--- config.mk ---
export PLATFORM = sky130hd
export DESIGN_NAME = pbd_div
export DESIGN_NICKNAME = d
export VERILOG_FILES = /design/src/rtl/assert_macros.svh /design/src/rtl/pbd_pkg.sv /design/src/rtl/pbd_div.sv
export SDC_FILE = /design/constraint.sdc
export NUM_CORES = 1
export LEC_CHECK = 0
export BUFFER_PORTS_ARGS = -buffer_cell sky130_fd_sc_hd__buf_2
export CORE_MARGIN = 2
export CORE_UTILIZATION = 25
export DETAILED_ROUTE_END_ITERATION = 12
export GPL_TIMING_DRIVEN = 0
export SLEW_MARGIN = 20
export SYNTH_ARGS = -nofsm -noshare
export SYNTH_HDL_FRONTEND = slang
export SYNTH_SLANG_ARGS = --single-unit
--- constraint.sdc ---
create_clock -name clk -period 2.5 [get_ports clk]
set_input_delay 0.375 -clock clk [delete_from_list [all_inputs] [get_ports clk]]
set_output_delay 0.375 -clock clk [all_outputs]
set_load 0.005 [all_outputs]
--- src/rtl/assert_macros.svh ---
// assertion macros for the palette block decoder rtl
// no dependencies; clk and rst_n are taken from the including module's scope
`ifndef ASSERT_MACROS_SVH
`define ASSERT_MACROS_SVH
`ifndef NO_ASSERTIONS
// checked while out of reset
`define PBD_ASSERT(lbl, prop, msg) \
  lbl: assert property (@(posedge clk) disable iff (!rst_n) prop) else $error(msg);
// checked on every edge, reset included
`define PBD_ASSERT_ALWAYS(lbl, prop, msg) \
  lbl: assert property (@(posedge clk) prop) else $error(msg);
`else
`define PBD_ASSERT(lbl, prop, msg)
`define PBD_ASSERT_ALWAYS(lbl, prop, msg)
`endif
`endif

--- src/rtl/pbd_pkg.sv ---
// shared types and constants of the palette block decoder
// no dependencies
package pbd_pkg;

  localparam int WORD_BITS    = 32;
  localparam int MAX_ENC_BITS = 16;
  localparam int DIM_BITS     = 5;
  localparam int CARRY_BITS   = 16;
  localparam int ACC_BITS     = 48;
  localparam int AVAIL_BITS   = 6;
  localparam int ADDR_BITS    = 32;
  localparam int LABEL_W      = 64;
  localparam int CFG_IDX_BITS = 3;
  localparam int CFG_DATA_W   = 32;
  localparam int OPA_BITS     = 17;

  typedef enum logic [1:0] {
    MODE_START   = 2'd0,
    MODE_PALETTE = 2'd1,
    MODE_WORD    = 2'd2
  } pbd_mode_t;

  typedef enum logic [CFG_IDX_BITS-1:0] {
    CFG_STRIDE_X = 3'd0,
    CFG_STRIDE_Y = 3'd1,
    CFG_STRIDE_Z = 3'd2,
    CFG_DIM_X    = 3'd3,
    CFG_DIM_Y    = 3'd4,
    CFG_DIM_Z    = 3'd5
  } pbd_cfg_t;

  typedef enum logic [3:0] {
    S_IDLE,
    S_TOT_A,
    S_TOT_B,
    S_TOT_C,
    S_DIV_X,
    S_DIV_Y,
    S_M0,
    S_M1,
    S_M2,
    S_M3,
    S_M4,
    S_M5,
    S_RUN
  } pbd_state_t;

  typedef struct packed {
    logic [1:0]  mode;
    logic [4:0]  encoding_bits;
    logic [15:0] origin_x;
    logic [15:0] origin_y;
    logic [15:0] origin_z;
    logic [7:0]  entry_index;
    logic [63:0] entry_label;
    logic [31:0] packed_word;
  } pbd_in_t;

  typedef struct packed {
    logic [63:0] label;
    logic [31:0] out_address;
    logic        run_last;
    logic        block_done;
    logic        bad_width;
  } pbd_out_t;

  typedef struct packed {
    logic                load;
    logic                shift;
    logic [DIM_BITS-1:0] width;
  } pbd_unp_ctl_t;

endpackage

--- src/rtl/pbd_div.sv ---
// restoring divider, one quotient bit per cycle, small divisor
// used to split the voxel position into x, y and z; needs only pbd_pkg
module pbd_div #(
  parameter int DW = 13
) (
  input  logic                          clk,
  input  logic                          rst_n,
  input  logic                          start,
  input  logic [DW-1:0]                 dividend,
  input  logic [pbd_pkg::DIM_BITS-1:0]  divisor,
  output logic                          busy,
  output logic [DW-1:0]                 quo,
  output logic [pbd_pkg::DIM_BITS-1:0]  rem
);
  import pbd_pkg::*;

  localparam int CW = $clog2(DW + 1);

  logic [DW-1:0]       quo_r;
  logic [DIM_BITS-1:0] rem_r;
  logic [DIM_BITS-1:0] dvs_r;
  logic [CW-1:0]       cnt_r;
  logic                busy_r;
  logic [DIM_BITS:0]   trial;
  logic                ge;

  always_comb begin
    trial = {rem_r, quo_r[DW-1]};
    ge    = trial >= {1'b0, dvs_r};
  end

  always_ff @(posedge clk) begin
    if (!rst_n) begin
      busy_r <= 1'b0;
      cnt_r  <= '0;
    end else if (start) begin
      busy_r <= 1'b1;
      cnt_r  <= CW'(DW);
      quo_r  <= dividend;
      rem_r  <= '0;
      dvs_r  <= divisor;
    end else if (busy_r) begin
      rem_r  <= ge ? DIM_BITS'(trial - {1'b0, dvs_r}) : trial[DIM_BITS-1:0];
      quo_r  <= DW'({quo_r, ge});
      cnt_r  <= cnt_r - CW'(1);
      if (cnt_r == CW'(1)) begin
        busy_r <= 1'b0;
      end
    end
  end

  assign busy = busy_r;
  assign quo  = quo_r;
  assign rem  = rem_r;

endmodule

* Word-level counts from Yosys, hierarchy flattened
Index checks and enable logic that the tools add are counted.
** Operators by class
- Mux-type cells :: 9
- Bitwise operators :: 1
- Reduce and logical (&&, ||, !) cells :: 4
- Magnitude comparators :: 1
- $add $sub $neg :: 2
- Eq/ne operators :: 1
** Operators with widths (count)
- two-way mux 13 bit :: 2
- two-way mux 5 bit :: 2
- two-way mux 4 bit :: 2
- >= comparator 6 x 5 -> 1 bit :: 1
- subtractor 5 bit :: 1
- equality test 4 x 1 -> 1 bit, second input constant :: 1
- AND reduction 2 bit :: 2
- subtractor 4 x 1 -> 4 bit, second input constant :: 1
- two-way mux 1 bit :: 3
- nonzero test 2 bit :: 1
- OR reduction 2 bit :: 1
- inverter 1 bit :: 1
** Word-level totals
- Word-level logic and storage cells :: 24
- Output and inout port bits :: 19
- Input bits :: 21
- Flip-flop bits (word level) :: 28

* Depth between registers and ports, before layout
- Depth in word-level cells :: 4
- Gate-level depth with buffers :: 8
- Gate-level depth less buffers :: 8

* Worst setup path before layout
Ideal clock, no wire load.
- Path kind :: reg2reg
- Start :: reg quo_r[12], in the netlist quo[12]
- End :: reg rem_r[0], in the netlist rem[0], data pin
- Period minus slack after synthesis :: 2057 ps
- Data required time :: 2234 ps
- Arrival :: 1790 ps
- Stages on the path, launching flop included :: 9
- Path slack :: 443 ps
- Library setup time :: 266 ps
- Cell sequence :: edfxtp_1 -> inv_1 -> ha_1 -> inv_1 -> fa_1 -> a21o_1 -> a31o_2 -> o21ai_0 -> o41ai_2
** On the way
- Word-level cells in the longest chain between the ends :: 3
** Ends and longest elaborated chain
- from (decl) :: RTL line pbd_div.sv:19 : logic [DW-1:0] quo_r;
- from (signal assigned) :: RTL line pbd_div.sv:39 : quo_r <= dividend;
- from (signal assigned) :: RTL line pbd_div.sv:44 : quo_r <= DW'({quo_r, ge});
- subtractor 5 bit or >= comparator 6 x 5 -> 1 bit (tied branches) :: RTL line pbd_div.sv:43, pbd_div.sv:29
- two-way mux 5 bit * :: RTL line pbd_div.sv:43 : rem_r <= ge ? DIM_BITS'(trial - {1'b0, dvs_r}) : trial[DIM_BITS-1:0];
- two-way mux 5 bit * :: RTL line pbd_div.sv:42 : end else if (busy_r) begin
- to (signal assigned) :: RTL line pbd_div.sv:43
- to (decl) :: RTL line pbd_div.sv:20 : logic [DIM_BITS-1:0] rem_r;
Mark *: on every way between the ends. The rest lies on a longest branch, timed or not. The select of a mux whose other input is x is not followed.
A chain may end at the register's enable or synchronous reset.

* Worst setup path in the final report
Ends and elaborated chain as after synthesis.

==> impl_results.md <==
* Status: finished clean
* Die width at 78.8 um
* Pins Over Slew Limit at 0
* Sw frac at 0.263
* Htree depth at 1
* FMAX at 0.446 GHz
* Vias in the first global route at 1028
* Hold_ws at 277 ps
* Postcts setup bufs at 0
* Hold Startpoint: divisor[0]
* Slew at the pin closest to its max-slew limit at 499 ps
* Post-synthesis mux area share at 0.0965
* RR Startpoint: quo[12]
* Cells after DPL at 223
* DIE HEIGHT at 78.8 um
* Synth-to-layout area growth at 24.5%
* RSZ-0062 raised after global routing: false
* HPWL Detailed at 2220 um
* Clock Sinks at 28
* Port-buffer cells at 38
* DR pass1 iterations at 4
* Core Area at 5470 um^2
* Crit share post-route at 0.896
* Fillcell total at 583
* # diodes at 0
* Comb pwr share at 0.208
* DRC Markers at 0
* P_sw at 0.270 mW
* Vias at 976
* CTS Buf Count at 3
* Type of the worst setup path: reg2reg
* Synthesis-stage register bit count at 28
* Clk pin slew, worst setup/hold paths at 90 ps
* Worst-Skew Late Latency at 270 ps
* Final Wtd Congestion at 0.816
* Seq pwr share at 0.555
* Worst Hold End: dvs_r[0]
* Slew headroom at 0.667
* Clock share of power at 0.237
* PD cells at 591 nW/um^2
* Post-synthesis sequential area ratio at 0.565
* Final cell count without fillers at 227
* Io pins at 40
* Max FO, Critical Path at 6
* Compound-Gate Fraction of Synth Area at 0.0920
* Hold Path Depth at 1
* Wire per inst at 12.5 um
* Yosys warns at 0
* Pint at 0.759 mW
* Number of nets still failing antenna checks after routing at 0
* Area leader, netlist: edfxtp_1
* Hold Buf Count CTS at 0
* Yosys cell types at 32
* Final wirelength at 2840 um
* Fin nets at 185
* Starting Density at 0.256
* Netlist Area Pre-Place at 1400 um^2
* Maximum vdd drop at 0.191 mV
* Worst R2R Setup Slack at 260 ps
* Setup crit end kind: flip-flop
* Initial DRC count at 20
* Largest net degree at the start of global routing at 16
* Vias per cell at 4.30
* PostCTS Resize Cnt at 0
* Synth top area share at 0.493
* Critical Path AT at 2260 ps
* Gate Count Post-Synth at 112
* Worst Reg-to-Reg Cells at 8
* XOR/XNOR Fraction of Synth Area at 0.0250
* Largest family of logic cells by synthesized area: simple AND/OR/NAND/NOR gates
* GRT Overall Usage at 0.0975
* First-pass GRT wire length at 4820 um
* Hold Crit Class: in2reg
* FP Rows at 27
* Final Hold Vio Count at 0
* Syn Nets at 141
* Gr ovfl total at 0
* Worst Setup Start Kind: flip-flop
* Most area-consuming cells after synthesis: edfxtp_1 49%, mux2_2 9.7%, dfxtp_1 7.1%
* CP required at 2520 ps
* Post-Synth Simple-Gate Area at 0.108
* LEAKAGE at 0.717 nW
* Setup Viol. Count Final at 0
* Min cycle time layout at 2240 ps
* Post-Synth Adder-Cell Area at 0.0769
* Mapped Avg Cell Area at 12.5 um^2
* Layout cells sized above 1 at 0.406
* Worst r2r dst: rem[0]
* Initial antenna violation count at 0
* Die ar. at 6210 um^2
* Clk buf depth at 2
* Max-Cap Viols at 0
* CTS tree: built
* Layout Skew at 3.10 ps
* Clock Root Buffer: clkbuf_8
[power groups by stage]
stage          logic, mW  registers, mW  clock network, mW
5_1_grt            0.243          0.578              0.274
2_1_floorplan      0.139          0.582                  0
3_3_place_gp       0.205          0.584                  0
6_report           0.214          0.572              0.244
4_1_cts            0.216          0.573              0.258
3_5_place_dp       0.215          0.583                  0
[critical path, cell delays in order (launching register included)]
cell and delay [ps]:
edfxtp_1 410, inv_1 120, ha_1 170, inv_1 50, fa_1 390, a21o_1 210, a31o_2 310, o21ai_0 210
o41ai_2 110
[layout by cell type (no fill, tap or decap), types with 3 or more instances in the layout]
| master | instances |
|---|---|
| nor3_1 | 5 |
| clkbuf_8 | 3 |
| a21oi_1 | 4 |
| xor2_1 | 3 |
| ha_1 | 7 |
| dfxtp_1 | 5 |
| edfxtp_1 | 23 |
| inv_1 | 10 |
| nor2_1 | 13 |
| mux2_2 | 12 |
| buf_2 | 40 |
[worst max path at each step]
stage	depth (start not counted)	slack (ps)	to	start
finish	8	260	rem[0]	quo[12]
global route	8	110	rem[0]	quo[12]
CTS	8	240	rem[0]	quo[12]
detailed placement	8	260	rem[0]	quo[12]
global placement	4	-150	quo[11]	start
floorplan	8	440	rem[0]	quo[12]
[final cells by class]
class	count	area, um^2	share of cell area
sequential	28	791	0.454
clock buffer	3	41.3	0.0237
tap	72	90.1	0.0517
inverter	10	37.5	0.0215
timing repair buffer	39	205	0.118
buffer	3	13.8	0.00790
clock inverter	1	3.75	0.00215
multi-input combinational	71	561	0.322
[per-stage QoR]
| stage | cell area, um^2 | power, mW | utilization | setup WS, ps | TNS [ps] |
|---|---|---|---|---|---|
| final | 1740 | 1.03 | 0.318 | 260 | 0 |
| after global routing | 1740 | 1.10 | 0.318 | 110 | 0 |
| after CTS | 1740 | 1.05 | 0.318 | 241 | 0 |
| after detailed placement | 1700 | 0.798 | 0.310 | 262 | 0 |
| after global placement | 1680 | 0.789 | 0.307 | -150 | -2690 |
| after floorplan | 1400 | 0.721 | - | 443 | 0 |
[sequential cells by signal, summed over array words and instances (netlist names)]
name	flops
rem	5
quo	13
busy	1
dvs_r	5
cnt_r	4
[per-layer routing]
metal | vias to the layer above | track usage | routed length, um
met2 | 19 | 0.167 | 1410
met1 | 459 | 0.121 | 1280
met4 | 0 | 0.0328 | 21
li1 | 494 | - | -
met5 | - | 0 | 0
met3 | 4 | 0.0227 | 122
[synth_stat cells]
library cell,n
a31o_2,1
o21ai_0,2
mux2_2,12
nand3_1,1
a21o_1,2
o41ai_2,1
clkbuf_1,1
o31ai_2,1
nand2_1,2
and2_1,2
fa_1,1
buf_2,2
o21a_1,1
o21ai_2,1
inv_1,10
nor4b_1,2
a21oi_1,4
nor2_2,1
xnor2_1,1
a2111oi_0,1
nand2b_1,1
nand4b_1,1
dfxtp_1,5
xor2_1,3
a2111oi_1,1
ha_1,7
nand3_2,1
nor3_1,5
a31oi_1,1
o21ai_1,1
edfxtp_1,23
nor2_1,14
[cell families (layout without fill, tap and decap cells)]
group | count (synthesis) | after routing
AND/OR/NAND/NOR | 30 | 30
flip-flops | 28 | 28
AO/OA/AOI/OAI | 17 | 17
buffers and inverters | 13 | 56
multiplexers | 12 | 12
adder cells (fa/ha/maj) | 8 | 8
XOR/XNOR | 4 | 4
Note: power is estimated with default switching activity, not from simulation.
