==> config.mk <==
export PLATFORM = sky130hd
export DESIGN_NAME = pbd_unpack
export DESIGN_NICKNAME = d
export VERILOG_FILES = /design/src/rtl/assert_macros.svh /design/src/rtl/pbd_pkg.sv /design/src/rtl/pbd_unpack.sv
export SDC_FILE = /design/constraint.sdc
export NUM_CORES = 1
export LEC_CHECK = 0
export BUFFER_PORTS_ARGS = -buffer_cell sky130_fd_sc_hd__buf_4
export CAP_MARGIN = 20
export CORE_MARGIN = 4
export CORE_UTILIZATION = 50
export DETAILED_ROUTE_END_ITERATION = 7
export HOLD_SLACK_MARGIN = 0.02
export PLACE_DENSITY = 0.73
export SLEW_MARGIN = 20
export SYNTH_ARGS = -nofsm -noshare
export SYNTH_HDL_FRONTEND = slang
export SYNTH_SLANG_ARGS = --single-unit
==> constraint.sdc <==
create_clock -name clk -period 2.18 [get_ports clk]
set_input_delay 0.218 -clock clk [delete_from_list [all_inputs] [get_ports clk]]
set_output_delay 0.218 -clock clk [all_outputs]
set_load 0.05 [all_outputs]
==> src/rtl/assert_macros.svh <==
// assertion macros for the palette block decoder rtl
// no dependencies; clk and rst_n are taken from the including module's scope
`ifndef ASSERT_MACROS_SVH
`define ASSERT_MACROS_SVH
`ifndef NO_ASSERTIONS
// checked while out of reset
`define PBD_ASSERT(lbl, prop, msg) \
  lbl: assert property (@(posedge clk) disable iff (!rst_n) prop) else $error(msg);
// checked on every edge, reset included
`define PBD_ASSERT_ALWAYS(lbl, prop, msg) \
  lbl: assert property (@(posedge clk) prop) else $error(msg);
`else
`define PBD_ASSERT(lbl, prop, msg)
`define PBD_ASSERT_ALWAYS(lbl, prop, msg)
`endif
`endif

==> src/rtl/pbd_pkg.sv <==
// shared types and constants of the palette block decoder
// no dependencies
package pbd_pkg;

  localparam int WORD_BITS    = 32;
  localparam int MAX_ENC_BITS = 16;
  localparam int DIM_BITS     = 5;
  localparam int CARRY_BITS   = 16;
  localparam int ACC_BITS     = 48;
  localparam int AVAIL_BITS   = 6;
  localparam int ADDR_BITS    = 32;
  localparam int LABEL_W      = 64;
  localparam int CFG_IDX_BITS = 3;
  localparam int CFG_DATA_W   = 32;
  localparam int OPA_BITS     = 17;

  typedef enum logic [1:0] {
    MODE_START   = 2'd0,
    MODE_PALETTE = 2'd1,
    MODE_WORD    = 2'd2
  } pbd_mode_t;

  typedef enum logic [CFG_IDX_BITS-1:0] {
    CFG_STRIDE_X = 3'd0,
    CFG_STRIDE_Y = 3'd1,
    CFG_STRIDE_Z = 3'd2,
    CFG_DIM_X    = 3'd3,
    CFG_DIM_Y    = 3'd4,
    CFG_DIM_Z    = 3'd5
  } pbd_cfg_t;

  typedef enum logic [3:0] {
    S_IDLE,
    S_TOT_A,
    S_TOT_B,
    S_TOT_C,
    S_DIV_X,
    S_DIV_Y,
    S_M0,
    S_M1,
    S_M2,
    S_M3,
    S_M4,
    S_M5,
    S_RUN
  } pbd_state_t;

  typedef struct packed {
    logic [1:0]  mode;
    logic [4:0]  encoding_bits;
    logic [15:0] origin_x;
    logic [15:0] origin_y;
    logic [15:0] origin_z;
    logic [7:0]  entry_index;
    logic [63:0] entry_label;
    logic [31:0] packed_word;
  } pbd_in_t;

  typedef struct packed {
    logic [63:0] label;
    logic [31:0] out_address;
    logic        run_last;
    logic        block_done;
    logic        bad_width;
  } pbd_out_t;

  typedef struct packed {
    logic                load;
    logic                shift;
    logic [DIM_BITS-1:0] width;
  } pbd_unp_ctl_t;

endpackage

==> src/rtl/pbd_unpack.sv <==
// bit unpacker: holds carried bits plus the current word, peels one index a step
// uses pbd_pkg for widths and the control struct
module pbd_unpack (
  input  logic                                clk,
  input  logic                                rst_n,
  input  pbd_pkg::pbd_unp_ctl_t               ctl,
  input  logic [pbd_pkg::CARRY_BITS-1:0]      carry_in,
  input  logic [pbd_pkg::DIM_BITS-1:0]        carry_cnt,
  input  logic [pbd_pkg::WORD_BITS-1:0]       word,
  output logic [pbd_pkg::MAX_ENC_BITS-1:0]    slot,
  output logic [pbd_pkg::AVAIL_BITS-1:0]      avail,
  output logic [pbd_pkg::CARRY_BITS-1:0]      rest
);
  import pbd_pkg::*;

  logic [ACC_BITS-1:0]     acc_r;
  logic [AVAIL_BITS-1:0]   avail_r;
  logic [MAX_ENC_BITS:0]   mask_w;

  always_ff @(posedge clk) begin
    if (!rst_n) begin
      acc_r   <= '0;
      avail_r <= '0;
    end else if (ctl.load) begin
      acc_r   <= ACC_BITS'(carry_in) | (ACC_BITS'(word) << carry_cnt);
      avail_r <= AVAIL_BITS'(carry_cnt) + AVAIL_BITS'(WORD_BITS);
    end else if (ctl.shift) begin
      acc_r   <= acc_r >> ctl.width;
      avail_r <= avail_r - AVAIL_BITS'(ctl.width);
    end
  end

  // low index bits under the current width
  always_comb begin
    mask_w = ((MAX_ENC_BITS+1)'(1) << ctl.width) - (MAX_ENC_BITS+1)'(1);
    slot   = acc_r[MAX_ENC_BITS-1:0] & mask_w[MAX_ENC_BITS-1:0];
  end

  assign avail = avail_r;
  assign rest  = acc_r[CARRY_BITS-1:0];

endmodule

After elaboration in Yosys (flattened, before gate mapping)

Index checks and enable logic that the tools add are counted.

Input bits: 62
Logic and storage cells: 15
Flip-flop bits (word level): 54

Shift operators: 3
Muxes and demuxes: 4
Bitwise gates (word level): 2
$add $sub $neg: 3
Reductions and logical operators: 1

Operators by type and width:

| cell                  | count |
|---|---|
| $mux 48               | 2 |
| $or 16x48->48         | 1 |
| $shl 32x5->48         | 1 |
| $shr 48x5->48         | 1 |
| $and 16x16->16        | 1 |
| $shl 1x5->16 const A  | 1 |
| $sub 16x2->16 const B | 1 |
| $mux 6                | 2 |
| $add 5x6->6 const B   | 1 |
| $sub 6x5->6           | 1 |
| $reduce_bool 2->1     | 1 |

Longest topological paths before layout

Depth after elaboration: 3
Gate-level depth with buffers: 12
Gate-level depth less buffers: 9

Worst setup path after synthesis

Ideal clock, no wire load.

Path type: input port to output port
From: input port ctl[3] (netlist bit)
To: output port slot[4] (netlist bit)
Data arrival time: 3041 ps
Stages on the path: 10
Slack: -1079 ps
Cell sequence: buf_2 -> buf_2 -> or2_0 -> nor2_1 -> nand3_1 -> ha_1 -> nor3_1 -> mux2_2 -> nand2_1 -> a21boi_0

Longest elaborated chain between the ends: 3

Ends and longest elaborated chain:

| item           | RTL line         | text |
|---|---|---|
| from (decl)    | pbd_unpack.sv:6  | `input pbd_pkg::pbd_unp_ctl_t ctl,` |
| $shl 1x5->16   | pbd_unpack.sv:35 | `mask_w = ((MAX_ENC_BITS+1)'(1) << ctl.width) - (MAX_ENC_BITS+1)'(1);` |
| $sub 16x2->16  | pbd_unpack.sv:35 |  |
| $and 16x16->16 | pbd_unpack.sv:36 | `slot = acc_r[MAX_ENC_BITS-1:0] & mask_w[MAX_ENC_BITS-1:0];` |
| to (decl)      | pbd_unpack.sv:10 | `output logic [pbd_pkg::MAX_ENC_BITS-1:0] slot,` |

No other way between the ends.

Worst setup path after layout

From: register acc_r[35]
To: register acc_r[25]

Longest elaborated chain between the ends: 3

Ends and longest elaborated chain:

| item                   | RTL line         | text |
|---|---|---|
| from (decl)            | pbd_unpack.sv:16 | `logic [ACC_BITS-1:0] acc_r;` |
| from (signal assigned) | pbd_unpack.sv:25 | `acc_r <= ACC_BITS'(carry_in) \| (ACC_BITS'(word) << carry_cnt);` |
| from (signal assigned) | pbd_unpack.sv:28 | `acc_r <= acc_r >> ctl.width;` |
| $shr 48x5->48          | pbd_unpack.sv:28 |  |
| $mux 48                | pbd_unpack.sv:27 | `end else if (ctl.shift) begin` |
| $mux 48                | pbd_unpack.sv:24 | `end else if (ctl.load) begin` |

No other way between the ends. The select of a mux whose other input is x is not followed.
A chain may end at the register's enable or synchronous reset.

==> metrics <==
gr usage total=between 30 and 40%; Final Util=61.6%; Syn Nets=1,044; Net Sw Power=0.00199 W; core footprint=about 0.016 mm2; leading post-synthesis cells by cell area=mux4_2 21%, dfxtp_1 13%, mux2i_1 8.3%; Worst Min Path Start=carry_in[8]; CTS tree=yes; Commonest cells post-synth=137 x nand2_1, 84 x nor2_1, 75 x mux4_2, 71 x a21oi_1, 67 x mux2i_1; first-pass GRT wire length=between 40,000 and 50,000 um; final setup fails=0; initial core utilization=50.8%; area of the multi-input gates=around 0.0064 mm2; Num CTS Buffers=5; Synth Flop Type=dfxtp_1; Reg area=roughly 0.0011 mm2; worst-case vdd ir drop=around 0.00031 V; Final Hold Viols=0; post-route ant nets=0; Die Span Y=135 um; Avg Synthesized Cell Area=around 8.3 um2; RSZ-0062 raised after global routing=false; path depth of the worst reg2reg path=6; Pleak=just under 4 nW; aggregate global routing overflow=0; Post-synth EDFFs=0; register area share after synthesis=around 13%; port bufs=just under 100; vias in the first global route=between 8,000 and 9,000; antenna cells=0; Min-Delay Path Class=input pin to flip-flop; critical path's slowest cell=mux4_2; Die Wd=about 130 um; Post-Syn Instances=between 900 and 1,000; Max Fclk=473 MHz; setup bufs post-CTS=0; DRC=0; Yosys warning total=0; DR WL/cell=about 24 um; clk_skew=between 0.008 and 0.009 ns; Critical Path, Cell by Cell=mux4_2 -> mux2_2 -> a21oi_1 -> buf_4 -> o21bai_1 -> o221a_1; fillers=1,413; Mapped Area=~0.0080 mm2; Crit. End Element=flip-flop; Num Clock Sinks=54; Routed WL=between 30,000 and 40,000 um; Worst Max-Slew Pin Slew=~0.60 ns; via/cell ratio=slightly below 7; Max Cap Violations=0; sequential share of power=between 20 and 30%; Int Power=between 0.002 and 0.003 W; Synth Area in Simple Gates=roughly 16%; number of cells on the critical path=6; DR iter-0 viols=approximately 1,600; CP required=2.37 ns; initial antenna violation count=0; Synth Area in Adders=under 10%; row count=46; Compound-Gate Fraction of Synth Area=between 20% and 30%; share of the synthesized area in the top cell type=around a fifth; cell taking the most area after synthesis=mux4_2; Worst path top cell family by delay=multiplexers; mux share of post-synthesis cell area=35.8%; largest net degree at the start of global routing=36; Crit Reg-Reg Startpoint=acc_r[35]; Clk Tree Root Cell=clkbuf_16; Synth cell types=77; via count=a little over 9,000; most common cell in the netlist=nand2_1; switching portion of total power=43.1%; Die Footprint=between 0.015 and 0.02 mm2; Worst-path clk slew=about 0.080 ns; Final Cycle Share=about 97%; WP buf/inv=1; Final Wtd Congestion=1.02; ratio of cells with drive above 1 in the final layout=33.6%; post-layout min period=roughly 2.1 ns; Nets=1,169; drt first pass iters=6; clock power share=about a fifth; CP startpoint=acc_r[35]; hold path cells=3; Synth Register Bits=54; power per cell area=475 mW/mm2; largest family of logic cells by synthesized area=multiplexers; TNS Setup=0 ns; CP startpoint kind=flip-flop; CP Class=flip-flop to flip-flop; worst slack at placement=-0.107 ns; Comb pwr share=a little over half; Pins Over Slew Limit=0; final hold slack=0.205 ns; clk_lat worst skew=0.30 ns; setup ws final=approximately 0.067 ns; status=finished clean; Max FO, Critical Path=9; post-synthesis async set-or-reset flop share=0%; Ports=100; xor/xnor share of the synthesized area=less than 1%; Max clock buf depth=2; Rel. slew slack=59.5%; area grow syn2layout=21.2%; Post-DP HPWL=between 20,000 and 25,000 um; Crit path largest cell delay=0.52 ns; CP arrival=~2.3 ns; H-Tree Depth=2
-- per-stage QoR --
step	cells	instance area (um2)	power, W
after floorplan	975	8140	0.00283
after global placement	1309	9580	0.00368
after detailed placement	1309	9580	0.00370
after CTS	1317	9730	0.00453
after global routing	1317	9750	0.00480
final	1317	9750	0.00463
-- sequential cells by signal, summed over array words and instances, names as in the netlist --
register / count
avail: 6
acc_r: 48
-- worst reg2reg max path, stage by stage (launching register included) --
cell and delay [ns]:
dfxtp_1 0.42, mux4_2 0.52, mux2_2 0.29, a21oi_1 0.33, buf_4 0.18, o21bai_1 0.05, o221a_1 0.21
-- power by group through the flow --
| stage | Combinational (W) | Sequential, W | Clock [W] |
|---|---|---|---|
| after floorplan | 0.00160 | 0.00123 | 0 |
| after global placement | 0.00241 | 0.00127 | 0 |
| after detailed placement | 0.00243 | 0.00127 | 0 |
| after CTS | 0.00244 | 0.00125 | 0.000845 |
| after global routing | 0.00264 | 0.00127 | 0.000887 |
| final | 0.00250 | 0.00127 | 0.000860 |
-- worst paths after layout --
| kind | endpoint | slack [ns] |
|---|---|---|
| max | acc_r[25] | 0.07 |
| min | acc_r[8] | 0.20 |
| max reg2reg | acc_r[25] | 0.07 |
| min reg2reg | avail[4] | 0.57 |
-- routing by layer --
metal | routed length, um | vias up | track usage, %
met5 | 0 | - | 0
met4 | 1380 | 0 | 12.9
met3 | 3870 | 117 | 6.78
met2 | 14200 | 699 | 52.3
met1 | 12600 | 4344 | 48.4
li1 | - | 3970 | -
-- timing repair --
| item | in CTS | in global routing |
|---|---|---|
| hold buffers | 0 | 0 |
| setup endpoints to repair | 3 | 6 |
| gates resized for setup | 0 | 7 |
-- layout make-up --
type / instances / area share, %
Clock buffer: 6 / 1.42
Sequential cell: 54 / 11.1
Clock inverter: 2 / 0.128
Timing Repair Buffer: 222 / 18.5
Multi-Input combinational cell: 798 / 65.3
Tap cell: 216 / 2.77
Inverter: 19 / 0.745
-- cell usage in the layout (no fill, tap or decap), types with 13 or more instances in the layout --
| cell | count |
|---|---|
| buf_4 | 209 |
| nand2_1 | 136 |
| nor2_1 | 82 |
| mux4_2 | 75 |
| a21oi_1 | 70 |
| mux2i_1 | 67 |
| o21ai_0 | 59 |
| dfxtp_1 | 54 |
| mux2_2 | 35 |
| o21ai_1 | 21 |
| nand3_1 | 18 |
| o22ai_1 | 15 |
| nor3_1 | 14 |
| o211ai_1 | 13 |
| o221ai_1 | 13 |
-- cells by family (layout without fill, tap and decap cells) --
logic type | count (synthesis) | after routing
AOI/OAI and AO/OA | 303 | 303
buffers and inverters | 123 | 249
muxes | 184 | 184
and+or+nand+nor | 301 | 301
DFF | 54 | 54
adders and majority gates | 7 | 7
xor gates and xnor gates | 3 | 3
Power figures use the tool's default switching activity.
